## src/hw/rtl/vrsc_pkg.sv

```systemverilog
package vrsc_pkg;

  typedef enum logic [1:0] {
    OP_LOAD_DIST   = 2'd0,
    OP_LOAD_DEMAND = 2'd1,
    OP_VISIT       = 2'd2
  } op_t;

  localparam logic CFG_VEHICLE_CAPACITY = 1'b0;
  localparam logic CFG_MAX_ROUTE_LENGTH = 1'b1;

  typedef struct packed {
    logic [1:0]  operation;
    logic [7:0]  node_a;
    logic [7:0]  node_b;
    logic [23:0] load_value;
    logic        tour_end;
  } item_t;

  typedef struct packed {
    logic [39:0] total_length;
    logic [8:0]  route_count;
  } result_t;

  typedef enum logic [3:0] {
    S_IDLE,
    S_RD_PC,
    S_RD_C0,
    S_RD_P0,
    S_RD_0C,
    S_CAP,
    S_EVAL,
    S_UPD,
    S_EMIT
  } state_t;

  typedef enum logic [1:0] {
    RD_PC,
    RD_C0,
    RD_P0,
    RD_0C
  } rd_sel_t;

  typedef struct packed {
    logic    wr_dist;
    logic    wr_demand;
    logic    take_visit;
    rd_sel_t rd_sel;
    logic    cap_pc;
    logic    cap_c0;
    logic    cap_p0;
    logic    cap_0c;
    logic    eval;
    logic    update;
    logic    emit;
  } cmd_t;

  typedef struct packed {
    logic last;
    logic slot_free;
  } status_t;

endpackage

```

## src/hw/rtl/vrsc_ctrl.sv

```systemverilog
module vrsc_ctrl import vrsc_pkg::*; (
  input  logic       clk,
  input  logic       rst,
  input  logic       item_valid,
  input  logic [1:0] operation,
  input  status_t    status,
  output logic       item_stall,
  output cmd_t       cmd
);

  state_t state;
  state_t state_next;
  logic   accept;

  assign item_stall = (state != S_IDLE);
  assign accept     = item_valid && (state == S_IDLE);

  always_ff @(posedge clk) begin
    if (rst) begin
      state <= S_IDLE;
    end else begin
      state <= state_next;
    end
  end

  always_comb begin
    state_next = state;
    case (state)
      S_IDLE: begin
        if (accept && operation == OP_VISIT) begin
          state_next = S_RD_PC;
        end
      end
      S_RD_PC: state_next = S_RD_C0;
      S_RD_C0: state_next = S_RD_P0;
      S_RD_P0: state_next = S_RD_0C;
      S_RD_0C: state_next = S_CAP;
      S_CAP:   state_next = S_EVAL;
      S_EVAL:  state_next = S_UPD;
      S_UPD:   state_next = status.last ? S_EMIT : S_IDLE;
      S_EMIT: begin
        if (status.slot_free) begin
          state_next = S_IDLE;
        end
      end
      default: state_next = S_IDLE;
    endcase
  end

  always_comb begin
    cmd = '0;
    cmd.rd_sel = RD_PC;
    case (state)
      S_IDLE: begin
        if (accept) begin
          case (operation)
            OP_LOAD_DIST:   cmd.wr_dist = 1'b1;
            OP_LOAD_DEMAND: cmd.wr_demand = 1'b1;
            OP_VISIT:       cmd.take_visit = 1'b1;
            default:        cmd.wr_dist = 1'b0;
          endcase
        end
      end
      S_RD_PC: cmd.rd_sel = RD_PC;
      S_RD_C0: begin
        cmd.rd_sel = RD_C0;
        cmd.cap_pc = 1'b1;
      end
      S_RD_P0: begin
        cmd.rd_sel = RD_P0;
        cmd.cap_c0 = 1'b1;
      end
      S_RD_0C: begin
        cmd.rd_sel = RD_0C;
        cmd.cap_p0 = 1'b1;
      end
      S_CAP:  cmd.cap_0c = 1'b1;
      S_EVAL: cmd.eval = 1'b1;
      S_UPD:  cmd.update = 1'b1;
      S_EMIT: cmd.emit = status.slot_free;
      default: cmd.eval = 1'b0;
    endcase
  end

endmodule

```

## config.mk

```make
export PLATFORM = sky130hd
export DESIGN_NAME = vrsc_ctrl
export DESIGN_NICKNAME = d
export VERILOG_FILES = /design/src/hw/rtl/vrsc_pkg.sv /design/src/hw/rtl/vrsc_ctrl.sv
export SDC_FILE = /design/constraint.sdc
export NUM_CORES = 1
export LEC_CHECK = 0
export BUFFER_PORTS_ARGS = -buffer_cell sky130_fd_sc_hd__buf_2
export CORE_AREA = 2 2 39 41
export DETAILED_ROUTE_END_ITERATION = 6
export DIE_AREA = 0 0 41 43
export GPL_TIMING_DRIVEN = 0
export MAX_ROUTING_LAYER = met4
export RECOVER_POWER = 100
export SLEW_MARGIN = 30
export SYNTH_ARGS = -nofsm -noshare
export SYNTH_HDL_FRONTEND = slang
export SYNTH_SLANG_ARGS = --single-unit
```

## constraint.sdc

```tcl
create_clock -name clk -period 1.4 [get_ports clk]
set_clock_uncertainty 0.05 [all_clocks]
set_input_delay 0.21 -clock clk [delete_from_list [all_inputs] [get_ports clk]]
set_output_delay 0.21 -clock clk [all_outputs]
set_load 0.03 [all_outputs]
```

==> results by group, run 1 <==
Global route
  – Initial antenna violation count: 0
  – GR Overflow Total: 0
  – Number of global-route vias before repair: 406
  – Largest net degree at the start of global routing: 11
  – Gr usage total: 0.153
  – First-pass GRT wire length: 1730 µm

Routing
  – First-pass DRT Iterations: 4
  – DRT iter0 DRCs: 3
  – DR DRC count: 0
  – Final ANT Viol Nets: 0
  – Drt wl/cell: 12.2 µm
  – Routed WL: 1130 µm
  – Vias/cell: 4.80
  – DR vias: 442

Clocking
  – Clk root buf: clkbuf_4
  – Hold_buf cts: 0
  – CTS H-tree depth: 1
  – CTS max path bufs: 2
  – CTS clock-pin slew for the worst setup and hold paths: 40 ps
  – CTS Buf Count: 3
  – Clock sink count: 4
  – Clk_lat worst skew: 240 ps
  – CTS tree: built

STA
  – Tmin final: 1720 ps
  – Final period util: 1.23
  – Measured slew at the worst slew-check pin: 361 ps
  – Fin. Hold Viols: 0
  – RSZ-0062 raised after global routing: true
  – Hold Slack: 151 ps
  – Worst Setup Slack, final: -323 ps
  – Fin Setup TNS: -2810 ps
  – Setup violators final: 14
  – Fmax: 580 MHz
  – Worst relative slew slack: 0.753
  – Max Slew Vio Count: 0

Power
  – Leak: 0.355 nW
  – PwrDens: 643 mW/mm²
  – Max IR drop VDD: 0.000254 V

Logic synthesis
  – Mapped Area: 363 µm²
  – Syn nets: 46
  – Unique masters post-synth: 21
  – Synth Instances: 39
  – Yosys warnings: 0
  – Seq cells post-synth: 4
  – Sequential element share of the synthesized area: 0.221
  – Mean area per synthesized cell: 9.30 µm²

Floorplan
  – Ports: 20
  – Die area: 0.00176 mm²
  – Die Ht: 43 µm
  – Num rows: 14
  – Chip width: 41 µm
  – Area of the core: 0.00138 mm²
  – Initial Utilization: 0.262

Critical path
  – Arrival @ worst endpoint: 1460 ps
  – Max stage delay cell, worst path: dfxtp_2
  – Worst Path Required: 1140 ps
  – Crit. End Element: output port
  – Worst Path Max Fanout: 3
  – Crit-path max cell delay: 320 ps
  – CP Launch Type: flip-flop
  – Cell Chain, Critical Path: buf_8 -> nor4_4 -> inv_2 -> nor4b_4 -> buf_6
  – WS Path Type: reg2out
  – R2R depth: 5

Final layout
  – Share of layout cells above drive strength 1: 0.855
  – Area grow syn2layout: 123%
  – Max reg flops: 4
  – Reg with most FFs: state
  – Most frequent cells in the layout: buf_6, buf_4, buf_2
  – Top flop regs: state x4
  – Commonest non-fill, non-tap cell in the layout: buf_6
  – Fin nets: 85
  – Final non-filler cell area: 808 µm²
  – Diodes inserted: 0

Place
  – Setup WS pre-CTS: -262 ps
  – Routability congestion estimate from global placement: 0.686
  – Port bufs: 19
  – DP Area: 508 µm²
  – HPWL Detailed: 630 µm

Outcome
  – Outcome: finished, violations left
  – Violated checks: negative setup slack

Hold path
  – Hold Path Class: in2reg
  – Hold depth: 2

Flow run
  – Max-cap viol count: 0
[routing by layer]
metal	vias to the layer above	wire [µm]	track usage
li1	215	-	-
met1	208	392	0.158
met2	14	642	0.247
met3	5	49	0.0157
met4	0	40	0.120
met5	-	0	-
[per-stage QoR]
step / cells / power [W] / util
final: 92 / 0.000520 / 0.584
after global routing: 92 / 0.000547 / 0.584
after CTS: 90 / 0.000510 / 0.546
after detailed placement: 74 / 0.000276 / 0.367
after global placement: 74 / 0.000275 / 0.367
after floorplan: 39 / 0.000237 / -
[critical path, delay by kind of cell (launching register included)]
family	cells	cell delay [ps]
flops	1	320
buf+inv	3	370
simple gates	2	540
[synth_stat cells, drive strengths merged]
master,number,share of area
nor3,6,0.083
nor2,5,0.052
dfxtp,4,0.22
clkbuf,3,0.11
and4b,2,0.059
inv,2,0.021
nand2,2,0.021
nand2b,2,0.034
xnor2,2,0.048
a2111oi,1,0.024
a211oi,1,0.034
a2bb2oi,1,0.041
buf,1,0.021
nand3b,1,0.021
nor3b,1,0.021
nor4,1,0.059
nor4b,1,0.041
o22a,1,0.024
or4b,1,0.038
xor2,1,0.024
[layout make-up]
class                           count  area (µm²)
Sequential cell                     4        82.6
Tap cell                           16        20.0
Fill cell                         121         576
Timing Repair Buffer               34         300
Buffer                              4        55.1
Inverter                            2        7.51
Clock buffer                        3        22.5
Multi-Input combinational cell     29         320
[logic make-up after synthesis]
family,Yosys count,share of synthesized area
AO/OA/AOI/OAI,4,0.124
XOR/XNOR,3,0.0724
buffers and inverters,6,0.155
flip-flops,4,0.221
AND/OR/NAND/NOR,22,0.428
[final timing paths]
check	startpoint	to	slack, ps
worst max-delay path	state[0]$_SDFFE_PP0P_	cmd[11]	-320
worst max register to register	state[0]$_SDFFE_PP0P_	state[3]$_SDFFE_PP0P_	-110
worst min register to register	state[3]$_SDFFE_PP0P_	state[1]$_SDFFE_PP0P_	560
worst min-delay path	rst	state[1]$_SDFFE_PP0P_	150
[repair_timing]
item                       4_1_cts  5_1_grt
setup endpoints to repair       12       14
gates resized for setup         37       12
setup buffers                   13        3
pin swaps                       13        5
[power by group]
part	total (W)	leakage, nW	switching (W)	internal, W
Combinational	0.000252	0.307	0.000121	0.000131
Clock	0.000142	0.0138	0.0000460	0.0000958
Sequential	0.000126	0.0333	0.00000481	0.000122
Total	0.000520	0.355	0.000172	0.000348
Power figures use the tool's default switching activity.
==> run 2: changes to the inputs <==
--- a/config.mk
+++ b/config.mk
@@ -6,9 +6,9 @@
 export NUM_CORES = 1
 export LEC_CHECK = 0
 export BUFFER_PORTS_ARGS = -buffer_cell sky130_fd_sc_hd__buf_2
-export CORE_AREA = 2 2 39 41
+export CORE_MARGIN = 2
+export CORE_UTILIZATION = 25
 export DETAILED_ROUTE_END_ITERATION = 6
-export DIE_AREA = 0 0 41 43
 export GPL_TIMING_DRIVEN = 0
 export MAX_ROUTING_LAYER = met4
 export RECOVER_POWER = 100
==> results by group, run 2 (synthesis results as in run 1) <==
Routing
  – Routed wl met2: 715 µm
  – DR DRC count: 0
  – Top sig layer: met4
  – Routed WL: 1240 µm
  – Met3 WL post-DR: 33 µm
  – Final ANT Viol Nets: 0
  – Drt wl/cell: 13.9 µm
  – DRT iter0 DRCs: 3
  – Vias/cell: 4.85
  – First-pass DRT Iterations: 4
  – DR vias: 432
  – Met1 wire length: 476 µm

STA
  – Measured slew at the worst slew-check pin: 310 ps
  – Tmin final: 1770 ps
  – Final period util: 1.26
  – Worst Setup Slack, final: -370 ps
  – RSZ-0062 raised after global routing: true
  – Worst relative slew slack: 0.788
  – Fmax: 565 MHz
  – Max Slew Vio Count: 0
  – Setup violators final: 14
  – Fin. Hold Viols: 0

Clocking
  – Clk_lat worst skew: 230 ps
  – CTS H-tree depth: 1
  – CTS tree: built
  – CTS Buf Count: 3
  – CTS max path bufs: 2
  – Clk root buf: clkbuf_4
  – Hold_buf cts: 0
  – CTS clock-pin slew for the worst setup and hold paths: 40 ps
  – Clock sink count: 4

Flow run
  – Max-cap viol count: 0

Final layout
  – Commonest non-fill, non-tap cell in the layout: buf_6
  – Top flop regs: state x4
  – Diodes inserted: 0
  – Reg with most FFs: state
  – Share of layout cells above drive strength 1: 0.838
  – Layout fillers: 111
  – Max reg flops: 4
  – Final core utilization: 0.601
  – Most frequent cells in the layout: buf_6, buf_4, buf_2
  – Fin nets: 83
  – Area grow syn2layout: 121%

Global route
  – First-pass GRT wire length: 1770 µm
  – Largest net degree at the start of global routing: 11
  – Gr usage total: 0.139
  – GR Overflow Total: 0
  – Number of global-route vias before repair: 406
  – Initial antenna violation count: 0

Outcome
  – Outcome: finished, violations left
  – Violated checks: negative setup slack

Place
  – Port bufs: 19
  – Routability congestion estimate from global placement: 0.671
  – HPWL Detailed: 619 µm

Floorplan
  – Area of the core: 0.00133 mm²
  – Num rows: 13
  – Die area: 0.00177 mm²
  – Initial Utilization: 0.272
  – Ports: 20
  – Chip width: 42.1 µm
  – Die Ht: 42.1 µm

Critical path
  – Crit path capture: cmd[11]
  – Arrival @ worst endpoint: 1510 ps
  – CP Launch Type: flip-flop
  – Crit. End Element: output port
  – Reg-to-reg critical path endpoint: state[3]$_SDFFE_PP0P_
  – R2R depth: 5
  – Crit path launch: state[0]$_SDFFE_PP0P_
  – Worst Path Required: 1140 ps
  – WS Path Type: reg2out
  – R2R setup slack: -80 ps
  – FF-to-FF Start: state[1]$_SDFFE_PP0P_
  – Worst Path Max Fanout: 3

Power
  – Pwr Total: 0.000533 W
  – Leak: 0.346 nW
  – Max IR drop VDD: 0.000371 V
  – PwrDens: 664 mW/mm²

Hold path
  – Hold Path Class: in2reg
run 2: critical path, stage by stage (launching register included):
cell and delay [ps]:
dfxtp_2 320, buf_8 120, nor4_4 320, inv_2 100, nor4b_4 240, buf_6 170
run 2: how the worst min path moves through the flow:
stage,startpoint,end,slack (ps),cells after the start
2_1_floorplan,rst,state[3]$_SDFFE_PP0P_,220,1
3_3_place_gp,rst,state[3]$_SDFFE_PP0P_,370,2
3_5_place_dp,rst,state[3]$_SDFFE_PP0P_,370,2
4_1_cts,rst,state[3]$_SDFFE_PP0P_,120,2
5_1_grt,rst,state[3]$_SDFFE_PP0P_,150,2
6_report,rst,state[3]$_SDFFE_PP0P_,140,2
run 2: final cells by class:
class	count	area [µm²]	area share
repair buffers	32	293	0.365
multi-input cells	29	324	0.404
flip-flops and latches	4	82.6	0.103
well taps	15	18.8	0.0234
clock buffers	3	22.5	0.0281
plain buffers	4	53.8	0.0671
inverters	2	7.51	0.00936
run 2: stage by stage:
stage / TNS (ps) / hold WS (ps) / cells / setup WS (ps) / instance area (µm²)
finish: -2630 / 141 / 89 / -370 / 802
global route: -3290 / 145 / 89 / -434 / 802
CTS: -2780 / 121 / 84 / -356 / 692
detailed placement: -507 / 368 / 73 / -279 / 507
global placement: -492 / 372 / 73 / -270 / 507
floorplan: -946 / 225 / 39 / -314 / 393
run 2: what timing repair did:
item                                    4_1_cts  5_1_grt
buffers inserted                              8        5
cloned                                        0        0
pin swaps                                     6       10
endpoints found under the setup margin       12       14
endpoints found under the hold margin         0        0
gates resized for setup                      30       18
run 2: report_power, final:
group	switching, W	leakage (nW)	total [W]	internal [W]
sequential	0.00000414	0.0333	0.000126	0.000122
clock	0.0000459	0.0138	0.000142	0.0000958
combinational	0.000128	0.299	0.000265	0.000137
run 2: metal layers:
metal,track usage,vias up
met3,0,2
met2,0.241,15
met4,0.119,0
met1,0.146,202
li1,-,213
met5,-,-
